<file path="src/owbm_pkg.sv">
package owbm_pkg;

  // Field and register widths.
  localparam int unsigned REQ_W        = 3;
  localparam int unsigned BYTE_W       = 8;
  localparam int unsigned LONG_W       = 10;
  localparam int unsigned CFG_IDX_W    = 3;
  localparam int unsigned CFG_DATA_W   = 10;
  localparam int unsigned TIMER_BITS_DEF = 10;

  // Request codes carried by an input beat.
  localparam logic [REQ_W-1:0] REQ_TICK     = 3'd0;
  localparam logic [REQ_W-1:0] REQ_RESET    = 3'd1;
  localparam logic [REQ_W-1:0] REQ_PRESENCE = 3'd2;
  localparam logic [REQ_W-1:0] REQ_WRITE    = 3'd3;
  localparam logic [REQ_W-1:0] REQ_READ     = 3'd4;

  // Configuration register indexes.
  localparam logic [CFG_IDX_W-1:0] CFG_RESET_LOW    = 3'd0;
  localparam logic [CFG_IDX_W-1:0] CFG_RESET_REC    = 3'd1;
  localparam logic [CFG_IDX_W-1:0] CFG_SHORT_GAP    = 3'd2;
  localparam logic [CFG_IDX_W-1:0] CFG_SLOT         = 3'd3;
  localparam logic [CFG_IDX_W-1:0] CFG_SAMPLE_DELAY = 3'd4;
  localparam logic [CFG_IDX_W-1:0] CFG_READ_TAIL    = 3'd5;
  localparam logic [CFG_IDX_W-1:0] CFG_PRES_HIGH    = 3'd6;
  localparam logic [CFG_IDX_W-1:0] CFG_PRES_LOW     = 3'd7;

  // Configuration reset values.
  localparam logic [LONG_W-1:0] DEF_RESET_LOW    = 10'd750;
  localparam logic [BYTE_W-1:0] DEF_RESET_REC    = 8'd15;
  localparam logic [BYTE_W-1:0] DEF_SHORT_GAP    = 8'd2;
  localparam logic [BYTE_W-1:0] DEF_SLOT         = 8'd60;
  localparam logic [BYTE_W-1:0] DEF_SAMPLE_DELAY = 8'd5;
  localparam logic [BYTE_W-1:0] DEF_READ_TAIL    = 8'd55;
  localparam logic [LONG_W-1:0] DEF_PRES_HIGH    = 10'd200;
  localparam logic [LONG_W-1:0] DEF_PRES_LOW     = 10'd240;

  // Reflected CRC-8 polynomial.
  localparam logic [BYTE_W-1:0] CRC_POLY = 8'h8C;

  // Bus sequencer phases.
  typedef enum logic [12:0] {
    PH_IDLE      = 13'b0000000000001,
    PH_RST_LOW   = 13'b0000000000010,
    PH_RST_REC   = 13'b0000000000100,
    PH_PRES_HIGH = 13'b0000000001000,
    PH_PRES_LOW  = 13'b0000000010000,
    PH_WR_LOW    = 13'b0000000100000,
    PH_WR_HIGH   = 13'b0000001000000,
    PH_RD_LOW    = 13'b0000010000000,
    PH_RD_WAIT   = 13'b0000100000000,
    PH_RD_SAMPLE = 13'b0001000000000,
    PH_RD_TAIL   = 13'b0010000000000,
    PH_RD_GAP    = 13'b0100000000000,
    PH_RD_END    = 13'b1000000000000
  } phase_t;

  // Folds one byte, LSB first, into a reflected CRC-8.
  function automatic logic [BYTE_W-1:0] crc8_byte(input logic [BYTE_W-1:0] crc_in,
                                                  input logic [BYTE_W-1:0] data_in);
    logic [BYTE_W-1:0] crc;
    logic [BYTE_W-1:0] dat;
    logic              mix;
    crc = crc_in;
    dat = data_in;
    for (int i = 0; i < BYTE_W; i++) begin
      mix = crc[0] ^ dat[0];
      crc = crc >> 1;
      if (mix) begin
        crc = crc ^ CRC_POLY;
      end
      dat = dat >> 1;
    end
    return crc;
  endfunction

endpackage

</file>
<file path="src/one_wire_bus_master_unit.sv">
// 1-Wire bus master, stepped by one input beat per bus microsecond.
// Input channel (in_*): each beat carries the sampled line level and, while
// the master is idle, an optional command: reset pulse, presence check, byte
// write or byte read. Commands given while busy are ignored.
// Result channel (out_*): exactly one beat per input beat, with the level to
// drive, busy, done, presence status, last read byte and the running CRC-8.
// Configuration channel (cfg_*): register index and data; always ready and
// meant to be written only while no command is running.
// A beat taken sits in the input register, is worked through the sequencer
// logic and lands in the result register once that register is free or its
// beat is taken; a stall of the receiver can hold it in the input register.
// Throughput: one beat per cycle while the receiver does not stall, set by
// the sequencer update between the input register and the result register.
// Reset: rst_n low returns the timings to their defaults, the sequencer to
// idle with the line released, and clears CRC, last byte and status.
// When the receiver stalls, the result register holds its beat and the input
// register still takes one more beat; after that in_ready drops.
module one_wire_bus_master_unit #(
  parameter int unsigned TIMER_BITS = owbm_pkg::TIMER_BITS_DEF
) (
  input  logic                            clk,
  input  logic                            rst_n,
  // Input channel
  input  logic                            in_valid,
  output logic                            in_ready,
  input  logic [owbm_pkg::REQ_W-1:0]      in_req_type,
  input  logic [owbm_pkg::BYTE_W-1:0]     in_write_data,
  input  logic                            in_line_in,
  // Result channel
  output logic                            out_valid,
  input  logic                            out_ready,
  output logic                            out_line_out,
  output logic                            out_busy_res,
  output logic                            out_done_res,
  output logic                            out_status,
  output logic [owbm_pkg::BYTE_W-1:0]     out_read_byte_out,
  output logic [owbm_pkg::BYTE_W-1:0]     out_crc_out,
  // Configuration channel
  input  logic                            cfg_valid,
  output logic                            cfg_ready,
  input  logic [owbm_pkg::CFG_IDX_W-1:0]  cfg_index,
  input  logic [owbm_pkg::CFG_DATA_W-1:0] cfg_data
);
  import owbm_pkg::*;

  localparam int unsigned CMP_W = (TIMER_BITS > LONG_W) ? TIMER_BITS : LONG_W;
  localparam logic [TIMER_BITS-1:0] TMR_MAX = {TIMER_BITS{1'b1}};
  localparam logic [TIMER_BITS-1:0] TMR_ONE = TIMER_BITS'(1);

  // Clamps a duration to at least one tick and at most the timer range.
  function automatic logic [TIMER_BITS-1:0] sat_dur(input logic [LONG_W-1:0] dur);
    logic [CMP_W-1:0] dx;
    dx = CMP_W'(dur);
    if (dur == '0) begin
      return TMR_ONE;
    end
    if (dx > CMP_W'(TMR_MAX)) begin
      return TMR_MAX;
    end
    return TIMER_BITS'(dx);
  endfunction

  // Configuration registers
  logic [LONG_W-1:0] reset_low_r;
  logic [BYTE_W-1:0] reset_rec_r;
  logic [BYTE_W-1:0] short_gap_r;
  logic [BYTE_W-1:0] slot_r;
  logic [BYTE_W-1:0] sample_delay_r;
  logic [BYTE_W-1:0] read_tail_r;
  logic [LONG_W-1:0] pres_high_r;
  logic [LONG_W-1:0] pres_low_r;

  assign cfg_ready = 1'b1;

  always_ff @(posedge clk) begin
    if (!rst_n) begin
      reset_low_r    <= DEF_RESET_LOW;
      reset_rec_r    <= DEF_RESET_REC;
      short_gap_r    <= DEF_SHORT_GAP;
      slot_r         <= DEF_SLOT;
      sample_delay_r <= DEF_SAMPLE_DELAY;
      read_tail_r    <= DEF_READ_TAIL;
      pres_high_r    <= DEF_PRES_HIGH;
      pres_low_r     <= DEF_PRES_LOW;
    end else if (cfg_valid && cfg_ready) begin
      case (cfg_index)
        CFG_RESET_LOW:    reset_low_r    <= cfg_data;
        CFG_RESET_REC:    reset_rec_r    <= cfg_data[BYTE_W-1:0];
        CFG_SHORT_GAP:    short_gap_r    <= cfg_data[BYTE_W-1:0];
        CFG_SLOT:         slot_r         <= cfg_data[BYTE_W-1:0];
        CFG_SAMPLE_DELAY: sample_delay_r <= cfg_data[BYTE_W-1:0];
        CFG_READ_TAIL:    read_tail_r    <= cfg_data[BYTE_W-1:0];
        CFG_PRES_HIGH:    pres_high_r    <= cfg_data;
        CFG_PRES_LOW:     pres_low_r     <= cfg_data;
        default: ;
      endcase
    end
  end

  // Input register stage
  logic              s1_valid_r;
  logic [REQ_W-1:0]  s1_req_r;
  logic [BYTE_W-1:0] s1_wdata_r;
  logic              s1_line_r;
  logic              s1_fire;

  assign s1_fire  = s1_valid_r && (!out_valid || out_ready);
  assign in_ready = !s1_valid_r || s1_fire;

  always_ff @(posedge clk) begin
    if (!rst_n) begin
      s1_valid_r <= 1'b0;
    end else if (in_ready) begin
      s1_valid_r <= in_valid;
    end
  end

  always_ff @(posedge clk) begin
    if (in_valid && in_ready) begin
      s1_req_r   <= in_req_type;
      s1_wdata_r <= in_write_data;
      s1_line_r  <= in_line_in;
    end
  end

  // Sequencer state
  phase_t                phase_r, phase_nxt;
  logic [TIMER_BITS-1:0] timer_r, timer_nxt;
  logic [2:0]            bit_cnt_r, bit_cnt_nxt;
  logic [BYTE_W-1:0]     shift_r, shift_nxt;
  logic                  drive_r, drive_nxt;
  logic [BYTE_W-1:0]     crc_r, crc_nxt;
  logic [BYTE_W-1:0]     last_rd_r, last_rd_nxt;
  logic                  pfail_r, pfail_nxt;
  logic                  done_nxt;
  logic                  busy_nxt;
  logic                  level_nxt;

  // One tick of the bus sequencer: command start, then the phase step.
  always_comb begin
    phase_nxt   = phase_r;
    timer_nxt   = timer_r;
    bit_cnt_nxt = bit_cnt_r;
    shift_nxt   = shift_r;
    drive_nxt   = drive_r;
    crc_nxt     = crc_r;
    last_rd_nxt = last_rd_r;
    pfail_nxt   = pfail_r;
    done_nxt    = 1'b0;
    busy_nxt    = 1'b0;
    level_nxt   = 1'b1;

    // A command on an idle tick starts on that same tick.
    if (phase_r == PH_IDLE) begin
      case (s1_req_r)
        REQ_RESET: begin
          crc_nxt   = '0;
          phase_nxt = PH_RST_LOW;
          timer_nxt = sat_dur(reset_low_r);
          drive_nxt = 1'b0;
        end
        REQ_PRESENCE: begin
          phase_nxt = PH_PRES_HIGH;
          timer_nxt = '0;
          drive_nxt = 1'b1;
        end
        REQ_WRITE: begin
          shift_nxt   = s1_wdata_r;
          bit_cnt_nxt = '0;
          phase_nxt   = PH_WR_LOW;
          timer_nxt   = sat_dur(LONG_W'(s1_wdata_r[0] ? short_gap_r : slot_r));
          drive_nxt   = 1'b0;
        end
        REQ_READ: begin
          shift_nxt   = '0;
          bit_cnt_nxt = '0;
          phase_nxt   = PH_RD_LOW;
          timer_nxt   = sat_dur(LONG_W'(short_gap_r));
          drive_nxt   = 1'b0;
        end
        default: ;
      endcase
    end

    if (phase_nxt != PH_IDLE) begin
      busy_nxt  = 1'b1;
      level_nxt = drive_nxt;
      case (phase_nxt)
        // Wait for the line to go low, with a timeout on high ticks.
        PH_PRES_HIGH: begin
          if (s1_line_r) begin
            timer_nxt = timer_nxt + TMR_ONE;
            if (CMP_W'(timer_nxt) >= CMP_W'(pres_high_r)) begin
              pfail_nxt = 1'b1;
              phase_nxt = PH_IDLE;
              timer_nxt = '0;
              drive_nxt = 1'b1;
              done_nxt  = 1'b1;
            end
          end else begin
            timer_nxt = TMR_ONE;
            if (CMP_W'(TMR_ONE) >= CMP_W'(pres_low_r)) begin
              pfail_nxt = 1'b1;
              phase_nxt = PH_IDLE;
              timer_nxt = '0;
              drive_nxt = 1'b1;
              done_nxt  = 1'b1;
            end else begin
              phase_nxt = PH_PRES_LOW;
            end
          end
        end
        // Wait for the line to come back high, with a timeout on low ticks.
        PH_PRES_LOW: begin
          if (s1_line_r) begin
            pfail_nxt = 1'b0;
            phase_nxt = PH_IDLE;
            timer_nxt = '0;
            drive_nxt = 1'b1;
            done_nxt  = 1'b1;
          end else begin
            timer_nxt = timer_nxt + TMR_ONE;
            if (CMP_W'(timer_nxt) >= CMP_W'(pres_low_r)) begin
              pfail_nxt = 1'b1;
              phase_nxt = PH_IDLE;
              timer_nxt = '0;
              drive_nxt = 1'b1;
              done_nxt  = 1'b1;
            end
          end
        end
        // Sample the line into the top of the shift register.
        PH_RD_SAMPLE: begin
          shift_nxt = {s1_line_r, shift_nxt[BYTE_W-1:1]};
          drive_nxt = 1'b1;
          if (read_tail_r <= 8'd1) begin
            phase_nxt = PH_RD_GAP;
            timer_nxt = sat_dur(LONG_W'(short_gap_r));
          end else begin
            phase_nxt = PH_RD_TAIL;
            timer_nxt = sat_dur(LONG_W'(read_tail_r - 8'd1));
          end
        end
        // Timed phases count down and move on when the count runs out.
        default: begin
          if (timer_nxt <= TMR_ONE) begin
            case (phase_nxt)
              PH_RST_LOW: begin
                phase_nxt = PH_RST_REC;
                timer_nxt = sat_dur(LONG_W'(reset_rec_r));
                drive_nxt = 1'b1;
              end
              PH_WR_LOW: begin
                phase_nxt = PH_WR_HIGH;
                timer_nxt = sat_dur(LONG_W'(shift_nxt[0] ? slot_r : short_gap_r));
                drive_nxt = 1'b1;
              end
              PH_WR_HIGH: begin
                if (bit_cnt_nxt == 3'd7) begin
                  phase_nxt = PH_IDLE;
                  timer_nxt = '0;
                  drive_nxt = 1'b1;
                  done_nxt  = 1'b1;
                end else begin
                  bit_cnt_nxt = bit_cnt_nxt + 3'd1;
                  shift_nxt   = shift_nxt >> 1;
                  phase_nxt   = PH_WR_LOW;
                  timer_nxt   = sat_dur(LONG_W'(shift_nxt[0] ? short_gap_r : slot_r));
                  drive_nxt   = 1'b0;
                end
              end
              PH_RD_LOW: begin
                phase_nxt = PH_RD_WAIT;
                timer_nxt = sat_dur(LONG_W'(sample_delay_r));
                drive_nxt = 1'b1;
              end
              PH_RD_WAIT: begin
                phase_nxt = PH_RD_SAMPLE;
                timer_nxt = '0;
                drive_nxt = 1'b1;
              end
              PH_RD_TAIL: begin
                phase_nxt = PH_RD_GAP;
                timer_nxt = sat_dur(LONG_W'(short_gap_r));
                drive_nxt = 1'b1;
              end
              PH_RD_GAP: begin
                if (bit_cnt_nxt == 3'd7) begin
                  phase_nxt = PH_RD_END;
                  drive_nxt = 1'b1;
                end else begin
                  bit_cnt_nxt = bit_cnt_nxt + 3'd1;
                  phase_nxt   = PH_RD_LOW;
                  drive_nxt   = 1'b0;
                end
                timer_nxt = sat_dur(LONG_W'(short_gap_r));
              end
              PH_RD_END: begin
                last_rd_nxt = shift_nxt;
                crc_nxt     = crc8_byte(crc_nxt, shift_nxt);
                phase_nxt   = PH_IDLE;
                timer_nxt   = '0;
                drive_nxt   = 1'b1;
                done_nxt    = 1'b1;
              end
              default: begin
                phase_nxt = PH_IDLE;
                timer_nxt = '0;
                drive_nxt = 1'b1;
                done_nxt  = 1'b1;
              end
            endcase
          end else begin
            timer_nxt = timer_nxt - TMR_ONE;
          end
        end
      endcase
    end
  end

  // State update, one tick per beat that leaves the input register.
  always_ff @(posedge clk) begin
    if (!rst_n) begin
      phase_r   <= PH_IDLE;
      timer_r   <= '0;
      bit_cnt_r <= '0;
      shift_r   <= '0;
      drive_r   <= 1'b1;
      crc_r     <= '0;
      last_rd_r <= '0;
      pfail_r   <= 1'b0;
    end else if (s1_fire) begin
      phase_r   <= phase_nxt;
      timer_r   <= timer_nxt;
      bit_cnt_r <= bit_cnt_nxt;
      shift_r   <= shift_nxt;
      drive_r   <= drive_nxt;
      crc_r     <= crc_nxt;
      last_rd_r <= last_rd_nxt;
      pfail_r   <= pfail_nxt;
    end
  end

  // Result register
  always_ff @(posedge clk) begin
    if (!rst_n) begin
      out_valid <= 1'b0;
    end else if (s1_fire) begin
      out_valid <= 1'b1;
    end else if (out_ready) begin
      out_valid <= 1'b0;
    end
  end

  always_ff @(posedge clk) begin
    if (s1_fire) begin
      out_line_out      <= level_nxt;
      out_busy_res      <= busy_nxt;
      out_done_res      <= done_nxt;
      out_status        <= pfail_nxt;
      out_read_byte_out <= last_rd_nxt;
      out_crc_out       <= crc_nxt;
    end
  end

  // The sequencer never advances while a result is stuck in the output.
  a_no_step_on_stall: assert property (@(posedge clk) disable iff (!rst_n)
    (out_valid && !out_ready) |-> !s1_fire)
    else $error("sequencer stepped while the result register was stalled");

  // Every beat taken by the sequencer produces a result beat.
  a_fire_gives_result: assert property (@(posedge clk) disable iff (!rst_n)
    s1_fire |=> out_valid)
    else $error("sequencer step produced no result beat");

  // The line is only pulled low by a running command.
  a_low_only_when_busy: assert property (@(posedge clk) disable iff (!rst_n)
    (out_valid && !out_line_out) |-> out_busy_res)
    else $error("line driven low while no command was running");

  // An idle sequencer has the line released and its timer cleared.
  a_idle_released: assert property (@(posedge clk) disable iff (!rst_n)
    (phase_r == PH_IDLE) |-> (drive_r && (timer_r == '0)))
    else $error("idle sequencer holds the line or a running timer");

  // A completed command is reported on a busy tick.
  a_done_is_busy: assert property (@(posedge clk) disable iff (!rst_n)
    (out_valid && out_done_res) |-> out_busy_res)
    else $error("done reported outside a command");

endmodule
</file>
<file path="config.mk">
export PLATFORM = sky130hd
export DESIGN_NAME = one_wire_bus_master_unit
export DESIGN_NICKNAME = d
export VERILOG_FILES = /design/src/owbm_pkg.sv /design/src/one_wire_bus_master_unit.sv
export SDC_FILE = /design/constraint.sdc
export NUM_CORES = 1
export LEC_CHECK = 0
export BUFFER_PORTS_ARGS = -buffer_cell sky130_fd_sc_hd__buf_4
export CORE_UTILIZATION = 43
export CTS_CLUSTER_SIZE = 14
export DETAILED_ROUTE_END_ITERATION = 8
export PLACE_DENSITY_LB_ADDON = 0.08
export SLEW_MARGIN = 20
export SYNTH_ARGS = -nofsm -noshare
export SYNTH_HDL_FRONTEND = slang
export SYNTH_SLANG_ARGS = --single-unit
export TNS_END_PERCENT = 20
</file>
<file path="constraint.sdc">
create_clock -name clk -period 6.1 [get_ports clk]
set_input_delay 0.61 -clock clk [delete_from_list [all_inputs] [get_ports clk]]
set_output_delay 0.61 -clock clk [all_outputs]
set_load 0.005 [all_outputs]
</file>
# Word-level counts from Yosys, hierarchy flattened
# Cells that the tools add are included.
# W data, S select, Z words.
# totals
register_bits	156
out_inout_bits	23
elab_cells	332
# op_classes
add_sub_neg	4
n_lt_le_gt_ge	10
eq_ne	25
n_mux	220
bitwise_logic	16
n_reduce_logical	30
# ops
operator	count
$mux W8	54
$mux W10	38
$mux W13	8
$mux W1	97
$pmux W13 S7	1
$pmux W10 S6	1
$pmux W13 S4	1
$logic_not A10 Y1	5
$pmux W10 S4	1
$pmux W13 S3	1
$pmux W8 S2	2
$gt A8 B10 Y1 const B	3
$pmux W10 S3	1
$logic_not A8 Y1	3
$not A2 Y3	8
$mux W3	7
$ge A10 B10 Y1	2
$gt A10 B10 Y1 const B	2
$eq A3 B3 Y1 const B	6
$reduce_and A2 Y1	8
$eq A13 B1 Y1 const B	1
$eq A13 B10 Y1 const B	1
$eq A13 B11 Y1 const B	1
$eq A13 B12 Y1 const B	1
other kinds (32)	52

# Depth between registers and ports, before layout
# depth
ltp_word	58
mapped_depth	23

# Worst setup path after synthesis
# OpenSTA, ideal clock, no wires.
# synth_timing
kind	register to register
startpoint	register s1_req_r[0]
endpoint	register timer_r[5]
setup_time_ns	0.116
arrival_time_ns	4.559
required_ns	5.984
path_slack_ns	1.425
path_stages_with_launch	23
path_buffers	2
synth_period_minus_slack_ns	4.675
cell_sequence	edfxtp_1 > buf_2 > o21a_1 > or2_1 > nor3_2 > clkbuf_1 > mux2i_1 > inv_1 > ha_1 > inv_1 > nor2_1 > nand3_1 > xnor2_1 > inv_1 > ha_1 > o21a_1 > o211ai_1 > o21ai_0 > nor2_1 > nor2_1 > inv_1 > a221o_1 > a31o_1
# synth_between
elab_chain_cells	19
# synth_rtl
element	line_no	text
start: declaration	one_wire_bus_master_unit.sv:102	logic [REQ_W-1:0] s1_req_r;
start signal: assignment	one_wire_bus_master_unit.sv:120	s1_req_r <= in_req_type;
$eq A3 B3 Y1 or $eq A3 B2 Y1 (tied branches)	one_wire_bus_master_unit.sv:155	case (s1_req_r)
$pmux W8 S2	one_wire_bus_master_unit.sv:155	
$mux W8	one_wire_bus_master_unit.sv:154	if (phase_r == PH_IDLE) begin
$mux W8	one_wire_bus_master_unit.sv:268	timer_nxt = sat_dur(LONG_W'(shift_nxt[0] ? short_gap_r : slot_r));
$gt A8 B10 Y1	one_wire_bus_master_unit.sv:57	if (dx > CMP_W'(TMR_MAX)) begin
$mux W1 (2 in a row)	one_wire_bus_master_unit.sv:57	
$mux W1	one_wire_bus_master_unit.sv:259	if (bit_cnt_nxt == 3'd7) begin
$mux W1	one_wire_bus_master_unit.sv:247	case (phase_nxt)
[... 2 more ...]	--	
$mux W1	one_wire_bus_master_unit.sv:185	if (phase_nxt != PH_IDLE) begin
$mux W10	one_wire_bus_master_unit.sv:60	return TIMER_BITS'(dx);
$mux W10	one_wire_bus_master_unit.sv:57	
$mux W10	one_wire_bus_master_unit.sv:259	
$pmux W10 S6	one_wire_bus_master_unit.sv:247	
$mux W10	one_wire_bus_master_unit.sv:246	if (timer_nxt <= TMR_ONE) begin
$pmux W10 S3	one_wire_bus_master_unit.sv:188	case (phase_nxt)
$mux W10 (*)	one_wire_bus_master_unit.sv:185	
end signal: assignment	one_wire_bus_master_unit.sv:334	timer_r <= timer_nxt;
end: declaration	one_wire_bus_master_unit.sv:128	logic [TIMER_BITS-1:0] timer_r, timer_nxt;
# Every way passes the cells marked *; elsewhere a longest branch is shown, timed or not. The select of a mux whose other input is x is not followed.
# A chain may end at the register's enable or synchronous reset.

# Worst setup path after layout
# Same ends and word-level chain as after synthesis.

==> run summary <==
GLOBAL ROUTE
---------------------------------------------------------------------------------
Maximum number of pins on one net before global-route repair                   57
Global-route wire length before repair                                   46500 um
Overflow left after global routing                                              0
Number of global-route vias before repair                                    7919
Number of antenna violations at the first check in global routing               0
Overall fraction of global-route tracks in use                              27.8%

LAYOUT
---------------------------------------------------------------------------------
Number of diodes added for antenna fixing                                       0
Count of nets after finishing                                                1238
Area growth from synthesis to final layout                                  13.0%
Ratio of cells with drive above 1 in the final layout                       11.4%

POWER AND IR DROP
---------------------------------------------------------------------------------
Leakage power summed over all cells                                       3.92 nW
Worst vdd rail ir drop                                                     216 uV
PD cells                                                              336 mW/mm^2

ROUTE
---------------------------------------------------------------------------------
1st-iter DRT viols                                                            802
Wirelength per Cell                                                       20.3 um
Aggregate routed wire length                                             29800 um
Via Count                                                                    8669
DR DRC count                                                                    0
Routed via count divided by cell count                                       5.91
Length of the first detailed-routing pass in iterations                         5
Post-DRT Antenna Nets                                                           0

YOSYS
---------------------------------------------------------------------------------
Fraction of synthesis flops using an asynchronous set or reset pin             0%
Share of cell area taken by muxes after synthesis                           1.55%
YS warnings                                                                     0
Simple-Gate Fraction of Synth Area                                          25.3%
Post-synth EDFFs                                                               32
Largest family of logic cells by synthesized area                    simple AND/OR/NAND/NOR gates
Library cells used by synthesis                                                90
Synth Area in XOR/XNOR                                                      4.59%
Sequential cell area fraction in the yosys report                           37.4%
Ys flop type                                                              dfxtp_1
Post-synth net total                                                         1214
Gate count after technology mapping                                          1156
Netlist Area Pre-Place                                               0.00922 mm^2
Compound-Gate Fraction of Synth Area                                        22.5%
Per-instance average area after synthesis                               7.97 um^2
Adder-Cell Fraction of Synth Area                                           3.80%
Register bit total from synthesis                                             156

TIMING
---------------------------------------------------------------------------------
Unrepaired setup endpoints after global routing                                no
Max Clk Rate                                                            0.186 GHz
Relative slew slack                                                         27.7%
TNS Setup                                                                    0 ps
Measured slew at the worst slew-check pin                                 1080 ps
Fin. max-slew vios                                                              0
Minimum clock period after layout                                         5390 ps
Post-route clock skew                                                     14.6 ps
Hold slack                                                                 337 ps
Period Utilization, post-route                                              88.3%
Final hold violations                                                           0
Final setup violation count                                                     0

SETUP PATH
---------------------------------------------------------------------------------
Required time of the critical path                                        6430 ps
Data arrival time of the worst path                                       5720 ps
Crit path kind                                                       flop to flop
Launching element type of the critical path                                  flop
Maximum fanout along the worst path                                            10
Setup crit end kind                                                          flop

CLOCKING
---------------------------------------------------------------------------------
Count of hold buffers inserted by post-cts repair                               0
CTS H-tree depth                                                                4
CTS clock-pin slew for the worst setup and hold paths                       80 ps
CTS Sinks                                                                     156
Post_cts resized                                                                0
Root Buffer                                                             clkbuf_16
Skew-Pair Late Insertion Delay                                             440 ps
Buffer levels on the longest clock path                                         2
Cts bufs inserted                                                              17
Clock tree from TritonCTS                                                    done
Number of buffers inserted by post-CTS setup repair                             0

DIE
---------------------------------------------------------------------------------
Die span in x                                                              148 um
Core Box Area                                                         0.0210 mm^2
Starting density of the core                                                43.8%
IO Pins                                                                        53
Die area                                                              0.0220 mm^2
Row cnt                                                                        53
Die Ht                                                                     148 um

PLACE
---------------------------------------------------------------------------------
Buffers on Ports                                                               51
Final Wtd Congestion                                                        0.945
HPWL after detailed placement                                            21900 um

RUN STATUS
---------------------------------------------------------------------------------
Run status                                                           complete, no violations

HOLD PATH
---------------------------------------------------------------------------------
Type of the most critical hold path                                  input pin to flop

JOB
---------------------------------------------------------------------------------
Max-Cap Viols                                                                   0

[cell type report]
| cell class | count | area, um^2 |
|---|---|---|
| Tap cell | 275 | 344 |
| Fill cell | 2092 | 10600 |
| Inverter | 41 | 154 |
| Sequential cell | 156 | 3440 |
| Clock buffer | 17 | 425 |
| Timing Repair Buffer | 68 | 510 |
| Clock inverter | 15 | 196 |
| Multi-Input combinational cell | 896 | 5340 |
[critical path, stage by stage, from the launching register on]
cell	delay, ps
edfxtp_1	500
nor3b_2	600
o21ai_0	190
a2111oi_0	420
buf_4	190
nand2b_1	50
a21oi_1	460
nand3_1	160
xnor2_1	390
ha_1	210
nand3_1	80
o21a_1	180
o21ai_0	400
nor2_1	210
nor2_1	470
inv_1	170
a221o_1	380
a31o_1	210
[metrics by stage]
stage / utilization (%) / cell area [um^2] / total power [mW] / setup WS, ps / instances
after floorplan: - / 9220 / 2.02 / 1420 / 1156
after global placement: 46.5 / 9780 / 2.39 / 839 / 1436
after detailed placement: 46.5 / 9780 / 2.37 / 788 / 1436
after CTS: 49.5 / 10400 / 3.49 / 757 / 1468
after global routing: 49.5 / 10400 / 3.67 / 162 / 1468
final: 49.5 / 10400 / 3.50 / 711 / 1468
[where the power goes]
| group | switching [mW] | internal (mW) |
|---|---|---|
| logic | 0.798 | 0.429 |
| registers | 0.0527 | 1.11 |
| clock network | 0.518 | 0.593 |
| total | 1.37 | 2.13 |
[sequential cells by signal, summed over array words and instances, names as in the netlist, 10 cells and up]
register,flops
phase_r,13
pres_high_r,10
pres_low_r,10
reset_low_r,10
timer_r,10
[final timing paths]
kind | from | end | slack (ps) | cells after the start
setup / recovery | s1_req_r[0]$_DFFE_PP_ | timer_r[5]$_SDFFE_PN0P_ | 710 | 17
hold / removal | in_write_data[0] | s1_wdata_r[0]$_DFFE_PP_ | 340 | 1
setup reg to reg | s1_req_r[0]$_DFFE_PP_ | timer_r[5]$_SDFFE_PN0P_ | 710 | 17
hold reg to reg | bit_cnt_r[1]$_SDFFE_PN0P_ | bit_cnt_r[1]$_SDFFE_PN0P_ | 450 | 2
[per-layer routing]
layer,vias to the layer above,track usage [%],part of all wire [%]
met1,4124,40.1,48
met5,-,0,0
li1,4215,-,-
met2,298,42.6,45
met3,32,4.79,6.1
met4,0,7.78,1.6
[placed cells by master (no fill, tap or decap), types with 7 or more instances in the layout]
cell       instances
nor3_1            37
inv_1             39
a22oi_1           12
o211ai_1          23
a222oi_1           7
nand2b_1          16
xor2_1             8
ha_1              28
xnor2_1           35
a21oi_1          110
o21ai_0           53
mux2i_1           12
clkbuf_16         17
buf_4             68
nand4_1            8
nand3_1           51
a211oi_1          16
a21o_1             9
nor4_1            11
or3_1             13
dfxtp_1          124
nor2_1            90
edfxtp_1          32
nand2_1          204
nor2b_1            9
a31oi_1           13
o21a_1             8
[cells in the mapped netlist (9+ instances only)]
master,number,area share [%]
dfxtp_1,124,27
ha_1,28,3.8
a21oi_1,110,6.0
edfxtp_1,32,10
nor4_1,12,0.81
clkbuf_1,41,1.7
nor2_1,91,3.7
nand2b_1,16,1.1
o211ai_1,23,1.9
or3_1,13,0.88
nand2_1,204,8.3
xnor2_1,35,3.3
nand3_1,51,2.8
nor3_1,37,2.0
a31oi_1,13,0.88
a21o_1,9,0.73
o21ai_0,53,2.9
a22oi_1,12,0.98
mux2i_1,12,1.3
inv_1,40,1.6
a211oi_1,16,1.3
nor2b_1,9,0.61
[logic make-up (layout without fill, tap and decap cells)]
kind of cell / Yosys count / in the layout
and+or+nand+nor: 493 / 493
AOI/OAI and AO/OA: 315 / 315
DFF: 156 / 156
buffers and inverters: 104 / 141
xor gates and xnor gates: 45 / 45
adders and majority gates: 28 / 28
muxes: 14 / 14
other: 1 / 1
No activity file was read; power rests on OpenSTA's default activity.
